`config.mk`:
```
export PLATFORM = sky130hd
export DESIGN_NAME = aegs_csr_flat
export DESIGN_NICKNAME = d
export VERILOG_FILES = /design/src/aegs_pkg.sv /design/src/aegs_if.sv /design/src/aegs_csr.sv /design/src/flat_wrapper.sv
export SDC_FILE = /design/constraint.sdc
export NUM_CORES = 1
export LEC_CHECK = 0
export BUFFER_PORTS_ARGS = -buffer_cell sky130_fd_sc_hd__clkbuf_2
export CORE_ASPECT_RATIO = 0.6
export CORE_MARGIN = 5
export CORE_UTILIZATION = 30
export DETAILED_ROUTE_END_ITERATION = 16
export GPL_TIMING_DRIVEN = 0
export PLACE_DENSITY_LB_ADDON = 0.05
export SETUP_SLACK_MARGIN = 0.3
export SYNTH_ARGS = -nofsm -noshare
export SYNTH_HDL_FRONTEND = slang
export SYNTH_SLANG_ARGS = --single-unit
```
`constraint.sdc`:
```
create_clock -name clock -period 1.66 [get_ports clock]
set_clock_uncertainty 0.15 [all_clocks]
set_input_delay 0.083 -clock clock [delete_from_list [all_inputs] [get_ports clock]]
set_output_delay 0.083 -clock clock [all_outputs]
set_load 0.03 [all_outputs]
```
`src/aegs_pkg.sv`:
```
// Shared types, constants and elaboration-time tables for the auto exposure gain stepper.
// No dependencies; every other file but aegs_if refers to this package by scoped names.
package aegs_pkg;

   localparam int HIST = 5;
   localparam int HIST_W = (HIST > 1) ? $clog2(HIST) : 1;
   localparam int WSUM = HIST * (HIST + 1) / 2;
   localparam int ACC_W = 16 + $clog2(WSUM + 1);

   // rounded average by reciprocal multiply; the extra shift bits keep the floor exact
   localparam int AVG_SHIFT = ACC_W + $clog2(WSUM) + 1;
   localparam logic [AVG_SHIFT-1:0] AVG_RECIP =
      AVG_SHIFT'(((64'd1 << AVG_SHIFT) + 64'(WSUM) - 64'd1) / 64'(WSUM));

   localparam logic [15:0] RING_RESET = 16'd32768;
   localparam logic signed [31:0] LEVEL_RESET = 32'sd0;
   localparam logic [12:0] GAIN_RESET = 13'd256;
   localparam logic [6:0] BRIGHT_RESET = 7'd50;
   localparam logic [27:0] SHUT_RESET = 28'd1000000;

   localparam logic [12:0] GAIN_MIN = 13'd256;
   localparam logic [13:0] GAIN_SLEW = 14'd512;
   localparam logic [15:0] CHANGE_MAX = 16'hFFFF;
   localparam logic [19:0] US_PER_SEC = 20'd1000000;
   localparam logic signed [32:0] EXP_BIAS = 33'sd22;

   typedef enum logic [2:0] {
      REG_TARGET_MEAN    = 3'd0,
      REG_MEAN_TOLERANCE = 3'd1,
      REG_FAST_FORWARD   = 3'd2,
      REG_SHUTTER_STEPS  = 3'd3,
      REG_TRIM_ON        = 3'd4,
      REG_MAX_EXPOSURE   = 3'd5,
      REG_MAX_GAIN       = 3'd6,
      REG_MAX_BRIGHTNESS = 3'd7
   } csr_index_type;

   typedef struct packed {
      logic [15:0] target_mean;
      logic [15:0] mean_tolerance;
      logic [15:0] fast_forward;
      logic [7:0]  shutter_steps;
      logic        trim_on;
      logic [27:0] max_exposure_us;
      logic [12:0] max_gain;
      logic [6:0]  max_brightness;
   } cfg_type;

   typedef struct packed {
      logic        start;
      logic [63:0] dividend;
      logic [27:0] divisor;
   } div_req_type;

   typedef struct packed {
      logic        busy;
      logic        done;
      logic [63:0] quotient;
      logic [27:0] remainder;
   } div_rsp_type;

   typedef enum logic [14:0] {
      ST_IDLE  = 15'b000000000000001,
      ST_SUM   = 15'b000000000000010,
      ST_W_AVG = 15'b000000000000100,
      ST_DIFF  = 15'b000000000001000,
      ST_MUL2  = 15'b000000000010000,
      ST_MUL3  = 15'b000000000100000,
      ST_UPD   = 15'b000000001000000,
      ST_W_LVL = 15'b000000010000000,
      ST_W_FQ  = 15'b000000100000000,
      ST_EXP   = 15'b000001000000000,
      ST_XMUL  = 15'b000010000000000,
      ST_SHIFT = 15'b000100000000000,
      ST_W_Q   = 15'b001000000000000,
      ST_W_T   = 15'b010000000000000,
      ST_SHUT  = 15'b100000000000000
   } state_type;

   typedef logic [15:0][31:0] root_tab_type;

   function automatic logic [63:0] isqrt64(input logic [63:0] v);
      logic [63:0] rem;
      logic [63:0] res;
      logic [63:0] bitv;
      rem = v;
      res = 64'd0;
      bitv = 64'd1 << 62;
      for (int i = 0; i < 32; i++) begin
         if (rem >= res + bitv) begin
            rem = rem - (res + bitv);
            res = (res >> 1) + bitv;
         end else begin
            res = res >> 1;
         end
         bitv = bitv >> 2;
      end
      return res;
   endfunction

   // c[k] = 2^(2^-(k+1)) in Q.30, each root taken from the truncated previous one
   function automatic root_tab_type build_roots();
      root_tab_type tab;
      logic [63:0] c;
      c = isqrt64(64'd1 << 61);
      for (int k = 0; k < 16; k++) begin
         tab[k] = c[31:0];
         c = isqrt64(c << 30);
      end
      return tab;
   endfunction

   localparam root_tab_type EXP2_ROOTS = build_roots();

endpackage

```
`src/aegs_if.sv`:
```


interface aegs_csr_if;
   logic        valid;
   logic        ready;
   logic [2:0]  index;
   logic [27:0] data;
   modport source (output valid, output index, output data, input ready);
   modport sink (input valid, input index, input data, output ready);
endinterface

```
`src/aegs_csr.sv`:
```
// Configuration register file, written through the csr channel.
// Depends on aegs_pkg and aegs_csr_if.
module aegs_csr (
   input  logic               clock,
   input  logic               reset,
   aegs_csr_if.sink           csr,
   output aegs_pkg::cfg_type  cfg
);
   aegs_pkg::cfg_type cfg_ff, cfg_in;

   assign csr.ready = 1'b1;
   assign cfg = cfg_ff;

   always_comb begin
      cfg_in = cfg_ff;
      if (csr.valid) begin
         unique case (aegs_pkg::csr_index_type'(csr.index))
            aegs_pkg::REG_TARGET_MEAN:    cfg_in.target_mean = csr.data[15:0];
            aegs_pkg::REG_MEAN_TOLERANCE: cfg_in.mean_tolerance = csr.data[15:0];
            aegs_pkg::REG_FAST_FORWARD:   cfg_in.fast_forward = csr.data[15:0];
            aegs_pkg::REG_SHUTTER_STEPS:  cfg_in.shutter_steps = csr.data[7:0];
            aegs_pkg::REG_TRIM_ON:        cfg_in.trim_on = csr.data[0];
            aegs_pkg::REG_MAX_EXPOSURE:   cfg_in.max_exposure_us = csr.data[27:0];
            aegs_pkg::REG_MAX_GAIN:       cfg_in.max_gain = csr.data[12:0];
            aegs_pkg::REG_MAX_BRIGHTNESS: cfg_in.max_brightness = csr.data[6:0];
         endcase
      end
   end

   always_ff @(posedge clock) begin
      if (reset) begin
         cfg_ff.target_mean <= 16'd32768;
         cfg_ff.mean_tolerance <= 16'd3277;
         cfg_ff.fast_forward <= 16'd1024;
         cfg_ff.shutter_steps <= 8'd6;
         cfg_ff.trim_on <= 1'b0;
         cfg_ff.max_exposure_us <= 28'd60000000;
         cfg_ff.max_gain <= 13'd4096;
         cfg_ff.max_brightness <= 7'd50;
      end else begin
         cfg_ff <= cfg_in;
      end
   end
endmodule

```
`src/flat_wrapper.sv`:
```
// flat-port wrapper written by rule: the top's interface ports become plain ports
module aegs_csr_flat 
  (clock, reset, cfg, csr_valid, csr_index, csr_data, csr_ready);
  aegs_csr_if csr_i ();
  input  logic clock;
  input  logic reset;
  output aegs_pkg::cfg_type cfg;
  input wire logic [$bits(csr_i.valid)-1:0] csr_valid;
  input wire logic [$bits(csr_i.index)-1:0] csr_index;
  input wire logic [$bits(csr_i.data)-1:0] csr_data;
  output wire logic [$bits(csr_i.ready)-1:0] csr_ready;
  assign csr_i.valid = csr_valid;
  assign csr_i.index = csr_index;
  assign csr_i.data = csr_data;
  assign csr_ready = csr_i.ready;
  aegs_csr u_core (.clock(clock), .reset(reset), .csr(csr_i), .cfg(cfg));
endmodule
```
# Yosys cells after proc, flatten, opt, wreduce, memory -nomap -nowiden
# Cells that the tools add are included.
# totals
reg_bits	105
inputBits	34
elab_cells	24
# classes
eq_ne	7
reduce_logical	9
# ops
op	n
AND reduction 2 bit	8
== test 3 bit (second input constant)	4
== test 3 x 2 -> 1 bit (second input constant)	2
== test 3 x 1 -> 1 bit (second input constant)	1
zero test 3 bit	1

# Depth between registers and ports, before layout
# logic_depth
depth_word	2
depth_mapped	5
mapped_depth_nobuf	2

# Least setup slack after synthesis
# OpenSTA, ideal clock, no wires.
# synth_timing
path_type	input port to flip-flop
from	input port csr_index[1]
to	register u_core.cfg_ff (netlist bit u_core.cfg[95])
t_arrival_ns	1.088
path_slack_ns	0.298
stages	5
path_buffers	3
path_cell_list	buf_6 -> or4b_4 -> buf_6 -> buf_12 -> mux2i_1
# synth_between
elab_chain_len	2
# synth_lines
item	line	text
start, declared	flat_wrapper.sv:9	input wire logic [$bits(csr_i.index)-1:0] csr_index;
zero test 3 bit	aegs_csr.sv:17	unique case (aegs_pkg::csr_index_type'(csr.index))
AND reduction 2 bit (no line)	n/a	
end signal, assigned	aegs_csr.sv:41	cfg_ff <= cfg_in;
end, declared	aegs_csr.sv:9	aegs_pkg::cfg_type cfg_ff, cfg_in;
# Every way passes these cells.
# A chain may end at the register's enable or synchronous reset.

# Worst setup path in the final report
# layout_timing
from	input port csr_index[2]
to	register u_core.cfg_ff (netlist bit u_core.cfg[38])
# layout_between
elab_chain_len	2
# layout_lines
item	line
== test 3 bit	aegs_csr.sv:17
AND reduction 2 bit (no line)	n/a
# Every way passes these cells.

==> metrics.txt <==
outcome finished, final reports clean; ant diodes 0; Post-DRT Antenna Nets 0; Netlist cell types 16; vias in the first global route 3556; Area growth, synth to finish 35.6%; Routed WL 13300 µm; htree depth 3; Inst Count DP 731; final instance area 5780 µm²; minimum clock period 1.25 ns; sequential cell area fraction in the yosys report 49.4%; Post-Syn Area per Cell 10.6 µm²; Power Internal 4.15 mW; worst path required time 1.77 ns; MaxCap Viol Count 0; routed len/inst 17.2 µm; most frequent cells in the layout clkbuf_2 (140), mux2i_1 (105), dfxtp_1 (105); Hold Fails Final Rpt 0; # setup viols final 0; switch share 23.9%; GR Overflow Total 0; DIE HEIGHT 102 µm; worst-path maximum fanout 10; sequential share of power 47.8%; max reg flops 105; total track usage 16.2%; Slew headroom 63.3%; leakage dissipation 2.75 nW; asr flop ratio synth 0%; initial antenna violation count 0; layout cells sized above 1 29.3%; TritonCTS Buffers 9; Synth Register Bits 105; number of port buffers 137; Hold Path Class input port to flip-flop; hpwl dp 9880 µm; GP Congestion 0.762; worst-skew pair later-pin latency 0.34 ns; Logic pwr share 10.8%; Top FF cell, synth dfxtp_1; DRT Pass-1 Iters 4; NetSw 1.31 mW; CP Capture Type flip-flop; clk buf depth 2; die area 16800 µm²; first-pass GRT wire length 20300 µm; net count after synthesis 436; CTS tree yes; clock-pin slew on the worst setup and hold paths 0.07 ns; PwrDens 944 nW/µm²; pre-CTS worst setup slack -0.0625 ns; min-delay src csr_index[0]; core region area 13800 µm²; WHS Endpoint u_core.cfg[90]; Pwr Total 5.45 mW; worst r2r src u_core.cfg[80]; max-slew violation count 0; reg2reg end u_core.cfg[80]; post-CTS setup buffer count 0; DRC viols 0; setup ws final 0.413 ns; Initial DRC Count 154; clock network fraction of design power 41.5%; Final nets 612; Root Driver clkbuf_16; Hold Worst Slack 0.0860 ns; path depth of the worst reg2reg path 2; fmax 0.802 GHz; Cell Rows 33; WS Path Type input port to flip-flop; slew of the pin with the lowest slew margin 0.551 ns; Peak VDD IR 0.000454 V; Synth Warn # 0; unrepaired setup endpoints after global routing no; CP arrival 1.36 ns; Post-Syn Area 4260 µm²; number of flops mapped to enable cells by yosys 0; R2R setup slack 0.84 ns; Clock Sinks 105; Via density 4.33; CP Launch Type input port; vias post-DR 3345; period utilization 75.1%; commonest non-fill, non-tap cell in the layout clkbuf_2; final cell count without fillers 772; DP Area 5180 µm²; largest net degree at the start of global routing 16; Starting Density 30.9%; I/O pin count 140; Cells after Synth 402; Die X-Extent 164 µm; hold depth 4
cell usage after synthesis (all sizes together) (2+ instances only):
| cell | count | area [µm²] |
|---|---|---|
| clkbuf | 19 | 71.3 |
| buf | 14 | 108 |
| dfxtp | 105 | 2100 |
| and4bb | 2 | 25.0 |
| nand2b | 102 | 638 |
| and4b | 2 | 20.0 |
| nand4b | 3 | 26.3 |
| nand4bb | 2 | 22.5 |
| nor2 | 45 | 169 |
| mux2i | 105 | 1050 |
kinds of logic (layout without fill, tap and decap cells):
family        Yosys count  count (layout)  synth area share (%)
other cells             1               1                0.0880
mux                   105             105                  24.7
buf+inv                33             211                  4.20
simple gates          158             158                  21.7
flops                 105             105                  49.4
final cells by class:
cell class | instances | area, µm²
Timing Repair Buffer | 165 | 966
Sequential cell | 105 | 2100
Buffer | 33 | 183
Clock inverter | 3 | 67.6
Clock buffer | 10 | 239
Fill cell | 1407 | 8020
Tap cell | 192 | 240
Multi-Input combinational cell | 264 | 1980
worst max-delay path, stage by stage:
cell and delay, ns:
clkbuf_2 0.10, clkbuf_2 0.19, and4b_1 0.24, buf_4 0.23, buf_4 0.27, mux2i_1 0.23
metrics by stage:
stage | util [%] | TNS, ns
final | 41.9 | 0
after global routing | 41.9 | 0
after CTS | 41.9 | 0
after detailed placement | 37.6 | -0.170
after global placement | 37.6 | -0.0123
after floorplan | - | 0
timing repair:
action	4_1_cts	5_1_grt
hold buffers	28	0
setup endpoints to repair	1	0
resized for setup	3	0
endpoints found under the hold margin	56	0
power groups by stage:
stage	logic [mW]	registers, mW	clock network (mW)
after floorplan	0.231	2.77	0
after global placement	0.537	2.66	0
after detailed placement	0.542	2.66	0
after CTS	0.597	2.61	2.34
after global routing	0.636	2.61	2.40
final	0.587	2.61	2.26
routing by layer:
metal  track usage, %  vias to the layer above  part of all wire, %
li1                 -                     1677                    -
met3             5.28                       12                  6.7
met5                0                        -                    0
met2             24.6                      100                   42
met1             22.6                     1556                   50
met4             3.80                        0                  1.3
worst max path at each step:
stage                      to         start  cells after the start
3_3_place_gp   u_core.cfg[38]     csr_valid                      6
5_1_grt        u_core.cfg[38]  csr_index[2]                      6
6_report       u_core.cfg[38]  csr_index[2]                      6
2_1_floorplan  u_core.cfg[95]  csr_index[1]                      5
4_1_cts        u_core.cfg[38]  csr_index[2]                      6
3_5_place_dp   u_core.cfg[38]     csr_valid                      6
(Power assumes the default switching activity.)
