`config.mk`:
```
export PLATFORM = sky130hd
export DESIGN_NAME = aegs_div
export DESIGN_NICKNAME = d
export VERILOG_FILES = /design/src/aegs_pkg.sv /design/src/aegs_div.sv
export SDC_FILE = /design/constraint.sdc
export NUM_CORES = 1
export LEC_CHECK = 0
export ABC_AREA = 1
export BUFFER_PORTS_ARGS = -buffer_cell sky130_fd_sc_hd__buf_2
export CAP_MARGIN = 20
export CORE_MARGIN = 1.5
export CORE_UTILIZATION = 25
export DETAILED_ROUTE_END_ITERATION = 6
export SYNTH_ARGS = -nofsm -noshare
export SYNTH_HDL_FRONTEND = slang
export SYNTH_SLANG_ARGS = --single-unit
```
`constraint.sdc`:
```
create_clock -name clock -period 3.5 [get_ports clock]
set_input_delay 0.7 -clock clock [delete_from_list [all_inputs] [get_ports clock]]
set_output_delay 0.7 -clock clock [all_outputs]
set_load 0.02 [all_outputs]
```
`src/aegs_pkg.sv`:
```
// Shared types, constants and elaboration-time tables for the auto exposure gain stepper.
// No dependencies; every other file but aegs_if refers to this package by scoped names.
package aegs_pkg;

   localparam int HIST = 5;
   localparam int HIST_W = (HIST > 1) ? $clog2(HIST) : 1;
   localparam int WSUM = HIST * (HIST + 1) / 2;
   localparam int ACC_W = 16 + $clog2(WSUM + 1);

   // rounded average by reciprocal multiply; the extra shift bits keep the floor exact
   localparam int AVG_SHIFT = ACC_W + $clog2(WSUM) + 1;
   localparam logic [AVG_SHIFT-1:0] AVG_RECIP =
      AVG_SHIFT'(((64'd1 << AVG_SHIFT) + 64'(WSUM) - 64'd1) / 64'(WSUM));

   localparam logic [15:0] RING_RESET = 16'd32768;
   localparam logic signed [31:0] LEVEL_RESET = 32'sd0;
   localparam logic [12:0] GAIN_RESET = 13'd256;
   localparam logic [6:0] BRIGHT_RESET = 7'd50;
   localparam logic [27:0] SHUT_RESET = 28'd1000000;

   localparam logic [12:0] GAIN_MIN = 13'd256;
   localparam logic [13:0] GAIN_SLEW = 14'd512;
   localparam logic [15:0] CHANGE_MAX = 16'hFFFF;
   localparam logic [19:0] US_PER_SEC = 20'd1000000;
   localparam logic signed [32:0] EXP_BIAS = 33'sd22;

   typedef enum logic [2:0] {
      REG_TARGET_MEAN    = 3'd0,
      REG_MEAN_TOLERANCE = 3'd1,
      REG_FAST_FORWARD   = 3'd2,
      REG_SHUTTER_STEPS  = 3'd3,
      REG_TRIM_ON        = 3'd4,
      REG_MAX_EXPOSURE   = 3'd5,
      REG_MAX_GAIN       = 3'd6,
      REG_MAX_BRIGHTNESS = 3'd7
   } csr_index_type;

   typedef struct packed {
      logic [15:0] target_mean;
      logic [15:0] mean_tolerance;
      logic [15:0] fast_forward;
      logic [7:0]  shutter_steps;
      logic        trim_on;
      logic [27:0] max_exposure_us;
      logic [12:0] max_gain;
      logic [6:0]  max_brightness;
   } cfg_type;

   typedef struct packed {
      logic        start;
      logic [63:0] dividend;
      logic [27:0] divisor;
   } div_req_type;

   typedef struct packed {
      logic        busy;
      logic        done;
      logic [63:0] quotient;
      logic [27:0] remainder;
   } div_rsp_type;

   typedef enum logic [14:0] {
      ST_IDLE  = 15'b000000000000001,
      ST_SUM   = 15'b000000000000010,
      ST_W_AVG = 15'b000000000000100,
      ST_DIFF  = 15'b000000000001000,
      ST_MUL2  = 15'b000000000010000,
      ST_MUL3  = 15'b000000000100000,
      ST_UPD   = 15'b000000001000000,
      ST_W_LVL = 15'b000000010000000,
      ST_W_FQ  = 15'b000000100000000,
      ST_EXP   = 15'b000001000000000,
      ST_XMUL  = 15'b000010000000000,
      ST_SHIFT = 15'b000100000000000,
      ST_W_Q   = 15'b001000000000000,
      ST_W_T   = 15'b010000000000000,
      ST_SHUT  = 15'b100000000000000
   } state_type;

   typedef logic [15:0][31:0] root_tab_type;

   function automatic logic [63:0] isqrt64(input logic [63:0] v);
      logic [63:0] rem;
      logic [63:0] res;
      logic [63:0] bitv;
      rem = v;
      res = 64'd0;
      bitv = 64'd1 << 62;
      for (int i = 0; i < 32; i++) begin
         if (rem >= res + bitv) begin
            rem = rem - (res + bitv);
            res = (res >> 1) + bitv;
         end else begin
            res = res >> 1;
         end
         bitv = bitv >> 2;
      end
      return res;
   endfunction

   // c[k] = 2^(2^-(k+1)) in Q.30, each root taken from the truncated previous one
   function automatic root_tab_type build_roots();
      root_tab_type tab;
      logic [63:0] c;
      c = isqrt64(64'd1 << 61);
      for (int k = 0; k < 16; k++) begin
         tab[k] = c[31:0];
         c = isqrt64(c << 30);
      end
      return tab;
   endfunction

   localparam root_tab_type EXP2_ROOTS = build_roots();

endpackage

```
`src/aegs_div.sv`:
```
// Shared restoring divider, one quotient bit per cycle, 64-bit dividend by 28-bit divisor.
// Depends on aegs_pkg for the request and status structs.
module aegs_div (
   input  logic                  clock,
   input  logic                  reset,
   input  aegs_pkg::div_req_type req,
   output aegs_pkg::div_rsp_type rsp
);
   logic [63:0] quo_ff, quo_in;
   logic [27:0] rem_ff, rem_in;
   logic [27:0] dsr_ff, dsr_in;
   logic [5:0]  cnt_ff, cnt_in;
   logic        busy_ff, busy_in;
   logic        done_ff, done_in;
   logic [28:0] trial;
   logic [28:0] diff;
   logic        ge;

   assign trial = {rem_ff, quo_ff[63]};
   assign ge = trial >= {1'b0, dsr_ff};
   assign diff = trial - {1'b0, dsr_ff};

   always_comb begin
      quo_in = quo_ff;
      rem_in = rem_ff;
      dsr_in = dsr_ff;
      cnt_in = cnt_ff;
      busy_in = busy_ff;
      done_in = 1'b0;
      if (req.start) begin
         quo_in = req.dividend;
         rem_in = 28'd0;
         dsr_in = req.divisor;
         cnt_in = 6'd0;
         busy_in = 1'b1;
      end else if (busy_ff) begin
         quo_in = {quo_ff[62:0], ge};
         rem_in = ge ? diff[27:0] : trial[27:0];
         cnt_in = cnt_ff + 6'd1;
         if (cnt_ff == 6'd63) begin
            busy_in = 1'b0;
            done_in = 1'b1;
         end
      end
   end

   always_ff @(posedge clock) begin
      if (reset) begin
         busy_ff <= 1'b0;
         done_ff <= 1'b0;
         cnt_ff <= 6'd0;
      end else begin
         busy_ff <= busy_in;
         done_ff <= done_in;
         cnt_ff <= cnt_in;
      end
      quo_ff <= quo_in;
      rem_ff <= rem_in;
      dsr_ff <= dsr_in;
   end

   assign rsp.busy = busy_ff;
   assign rsp.done = done_ff;
   assign rsp.quotient = quo_ff;
   assign rsp.remainder = rem_ff;
endmodule

```
# Word-level counts from Yosys, hierarchy flattened
# Index checks and enable logic that the tools add are counted.
[op_classes]
n_reduce_logical = 3
add_sub_neg = 2
bitwise_logic = 1
magnitude_cmp = 1
muxes = 7
eq_ne = 1
[op_table]
columns = ["operator", "count"]
rows = [
  ["64-bit two-way mux", 2],
  ["29-bit by 28-bit >= comparator with 1-bit output", 1],
  ["28-bit two-way mux", 1],
  ["28-bit subtractor", 1],
  ["6-bit by 1-bit adder with 6-bit output, second input constant", 1],
  ["6-bit equality test, second input constant", 1],
  ["1-bit two-way mux", 4],
  ["3-bit OR reduction", 1],
  ["2-bit nonzero test", 1],
  ["2-bit OR reduction", 1],
  ["1-bit NOT", 1],
]
[totals]
out_inout_bits = 94
regBits = 128

# Logic depth before layout (Yosys ltp)
[logic_depth]
depth_word = 4
ltp_mapped = 17
ltp_nobuf = 16

# Worst setup path after synthesis
# Ideal clock, no wire load.
[synth_timing]
path_kind = "input port to flip-flop"
startpoint = "input port req[92] in the netlist's numbering"
endpoint = "register quo_ff[0], enable pin"
required_time_ns = 2.724
t_arrival_ns = 2.143
setup_slack_ns = 0.581
setup_ns = 0.776
path_stages = 2
path_cell_list = "nor2_1 > clkinv_1"
[synth_between]
elab_chain_cells = 1
[synth_lines]
columns = ["element", "line", "text"]
rows = [
  ["start, declared", "aegs_div.sv:6", "input aegs_pkg::div_req_type req,"],
  ["2-bit nonzero test (no source line)", "-", ""],
  ["end signal, assigned", "aegs_div.sv:57", "quo_ff <= quo_in;"],
  ["end, declared", "aegs_div.sv:9", "logic [63:0] quo_ff, quo_in;"],
]
# Every way passes these cells.
# A chain may end at the register's enable or synchronous reset.

# Final worst setup path
[layout_timing]
startpoint = "register quo_ff[63]"
endpoint = "register rem_ff[14]"
[layout_between]
elab_chain_cells = 2
elab_cells_between_ends = 3
cone_classes = "add/sub (1); order compare (1); mux (1)"
[layout_lines]
columns = ["element", "line", "text"]
rows = [
  ["28-bit subtractor / 29-bit by 28-bit >= comparator with 1-bit output (equally long branches)", "aegs_div.sv:21, aegs_div.sv:20", ""],
  ["28-bit two-way mux (*)", "aegs_div.sv:38", "rem_in = ge ? diff[27:0] : trial[27:0];"],
  ["end signal, assigned", "aegs_div.sv:58", "rem_ff <= rem_in;"],
  ["end, declared", "aegs_div.sv:10", "logic [27:0] rem_ff, rem_in;"],
]
# Every way passes the cells marked *; elsewhere a longest branch is shown, timed or not.

==> results.toml <==
[timing]
slew_headroom_pct = 30.9
finalMaxSlewViolations = 0
rsz0062_at_grt = "no"
worst_slew_pin_slew_ps = 1030
setup_tns_ps = 0
max_freq_ghz = 0.374
hold_viol = 0
clock_skew_ps = 8.99
period_share_pct = 76.4
setup_viol = 0
worst_slack_ps = 826
timing.final.crit_period_ps = 2670

[place]
port_buffers = 188
post-place-ws_ps = 791
dp_hpwl_um = 16900
place_congestion = 0.950
dp.cells = 1534

[yosys]
synth_top_area_share_pct = 37.1
synth_area_leaders = "edfxtp_1 (37%), nand2_1 (21%), dfxtp_1 (9.7%)"
async_reset_ff_share_pct = 0
synth_cell_types = 39
ys_ff_latch = 128
synth_area_mm2 = 0.00744
syn-num-nets = 1109
seq_area_frac_synth_pct = 46.8
synth_cells = 984
yosysWarnings = 0
ys.flop_type = "edfxtp_1"
synth_largest_area_cell = "edfxtp_1"
synth_edf_count = 92
syn_avg_cell_area_um2 = 7.56

[setup_path]
crit_slowest_cell = "o21ai_0"
crit_top_cell = "nand2_1"
critPathLaunchType = "flop"
r2r-start = "quo_ff[63]"
crit_path_cell_trace = "inv_1 -> ha_1 -> fa_1 -> nor2_1 -> nor2_1 -> o21ai_0 -> nand3_1 -> nand2_1 -> xnor2_1 -> nand2_1 -> nand2_1 -> nand2_1"
startpoint = "quo_ff[63]"
required_ps = 3820
critPathCaptureType = "flop"
cp_slowest_stage_delay_ps = 540
cp.arrival_ps = 3000
cp_top_family = "simple AND/OR/NAND/NOR gates"
path_buf_inv = 1
criticalPathCategory = "reg2reg"
cp_max_fo = 3

[power_and_ir_drop]
swShare_pct = 27.8
power.total_mw = 4.26
seqPwrFrac_pct = 42.7
intPower_mw = 3.08
power_frac_comb_pct = 12.9
switchingPower_mw = 1.19
clkPwrFrac_pct = 44.4
ir_drop_uv = 317
power.density_mw_per_mm2 = 454
power_leakage_nw = 4.83

[cells_and_area]
fin_cells = 1569
finalNetCount = 1295
final_common_cell = "nand2_1"
mostFrequentLayoutCells = "nand2_1 (424), buf_2 (187), inv_1 (133), edfxtp_1 (92), nand3_1 (68)"
area_growth_syn_to_layout_pct = 26.2
utilization_pct = 32.4
layout-drive-gt1-share_pct = 22.4

[global_routing]
grt_pass1_wl_um = 35000
grt_max_degree = 66
antenna_found_initial = 4
grtUsageTotal_pct = 14.8
grt-ovfl-total = 0
grt_pass1_vias = 6530

[hold_path]
min_from = "req[24]"
hold_path.class = "in2reg"

[drt]
drt-initial-drc-count = 287
wl_per_cell_um = 14.3
drc_errors = 0
vias = 6777
dr.pass1.iters = 5
vias_per_cell = 4.32
ant_nets = 0
finalWirelength_um = 22400

[floorplan]
ios = 189
die_w_um = 176
die-area_mm2 = 0.0308
row_count = 62
coreArea_mm2 = 0.0290
start_util_pct = 25.7
fp.dieH_um = 176

[clock_network]
postCtsHoldBufs = 0
cts_tree = "yes"
clockBufferDepth = 2
post_cts.repair.setup_buffers = 0
cts-buffers-inserted = 17
h-tree-depth = 4
clkTransAtPathRegs_ps = 60
insertion_delay_ps = 420
clkSinkCount = 128
cts.repair.resized = 0
root_buffer = "clkbuf_16"

[run]
cap_violations = 0

[status]
status = "completed"
per-stage QoR:
step | hold WS (ps) | cell area (um2)
2_1_floorplan | 439 | 7440
3_3_place_gp | 451 | 8760
3_5_place_dp | 465 | 8760
4_1_cts | 424 | 9370
5_1_grt | 423 | 9390
6_report | 449 | 9390
state kept, by name (all words and copies together) (netlist names):
signal   count
cnt_ff       6
rem_ff      28
done_ff      1
quo_ff      64
busy_ff      1
dsr_ff      28
cell usage after synthesis (4+ instances only):
library cell / n
nor2_2: 20
edfxtp_1: 92
inv_1: 134
o21ai_0: 14
nand2_2: 9
nand4_1: 11
o21bai_1: 4
nand3_1: 68
buf_4: 5
xnor2_1: 10
nand3b_1: 4
dfxtp_1: 36
nor2_1: 49
nand2_1: 424
ha_1: 29
clkbuf_1: 13
nor3_1: 7
a21oi_1: 22
path summary, 6_finish.rpt:
check	endpoint	slack (ps)	depth (start not counted)
hold reg to reg	cnt_ff[5]	470	2
setup / recovery	rem_ff[14]	830	12
hold / removal	dsr_ff[24]	450	1
setup reg to reg	rem_ff[14]	830	12
routing by layer:
layer / global-route usage, % / share of wire (%) / up-vias
met4: 3.81 / 0.95 / 4
met5: 0 / 0.089 / -
met3: 4.87 / 7.9 / 19
li1: - / - / 3480
met2: 24.9 / 47 / 231
met1: 18.3 / 44 / 3043
worst reg2reg max path: cells and delay by family (launching register included):
family / cells / cell delay [ps]
adder cells (fa/ha/maj): 2 / 670
flip-flops: 1 / 430
AO/OA/AOI/OAI: 1 / 540
XOR/XNOR: 1 / 130
AND/OR/NAND/NOR: 7 / 720
buffers and inverters: 1 / 90
kinds of logic (layout without fill, tap and decap cells):
logic type | count (synthesis) | in the layout | synth area share, %
fa+ha+maj | 30 | 30 | 5.14
xor+xnor | 13 | 13 | 1.53
buf+inv | 161 | 360 | 8.83
simple gates | 604 | 604 | 34.1
flops | 128 | 128 | 46.8
other cells | 0 | 2 | 0
compound gates | 48 | 48 | 3.61
power by group through the flow:
stage / Clock [mW] / Combinational [mW] / Sequential (mW)
after floorplan: 0 / 0.238 / 1.93
after global placement: 0 / 0.548 / 1.85
after detailed placement: 0 / 0.554 / 1.85
after CTS: 1.95 / 0.554 / 1.82
after global routing: 2.01 / 0.606 / 1.83
final: 1.90 / 0.548 / 1.82
layout make-up:
class | instances | area, um2
Tap cell | 384 | 480
Antenna cell | 2 | 5.00
Clock inverter | 13 | 175
Fill cell | 3206 | 19600
Inverter | 135 | 507
Clock buffer | 19 | 433
Timing Repair Buffer | 193 | 1010
Sequential cell | 128 | 3480
Multi-Input combinational cell | 695 | 3300
(Power assumes the default switching activity.)
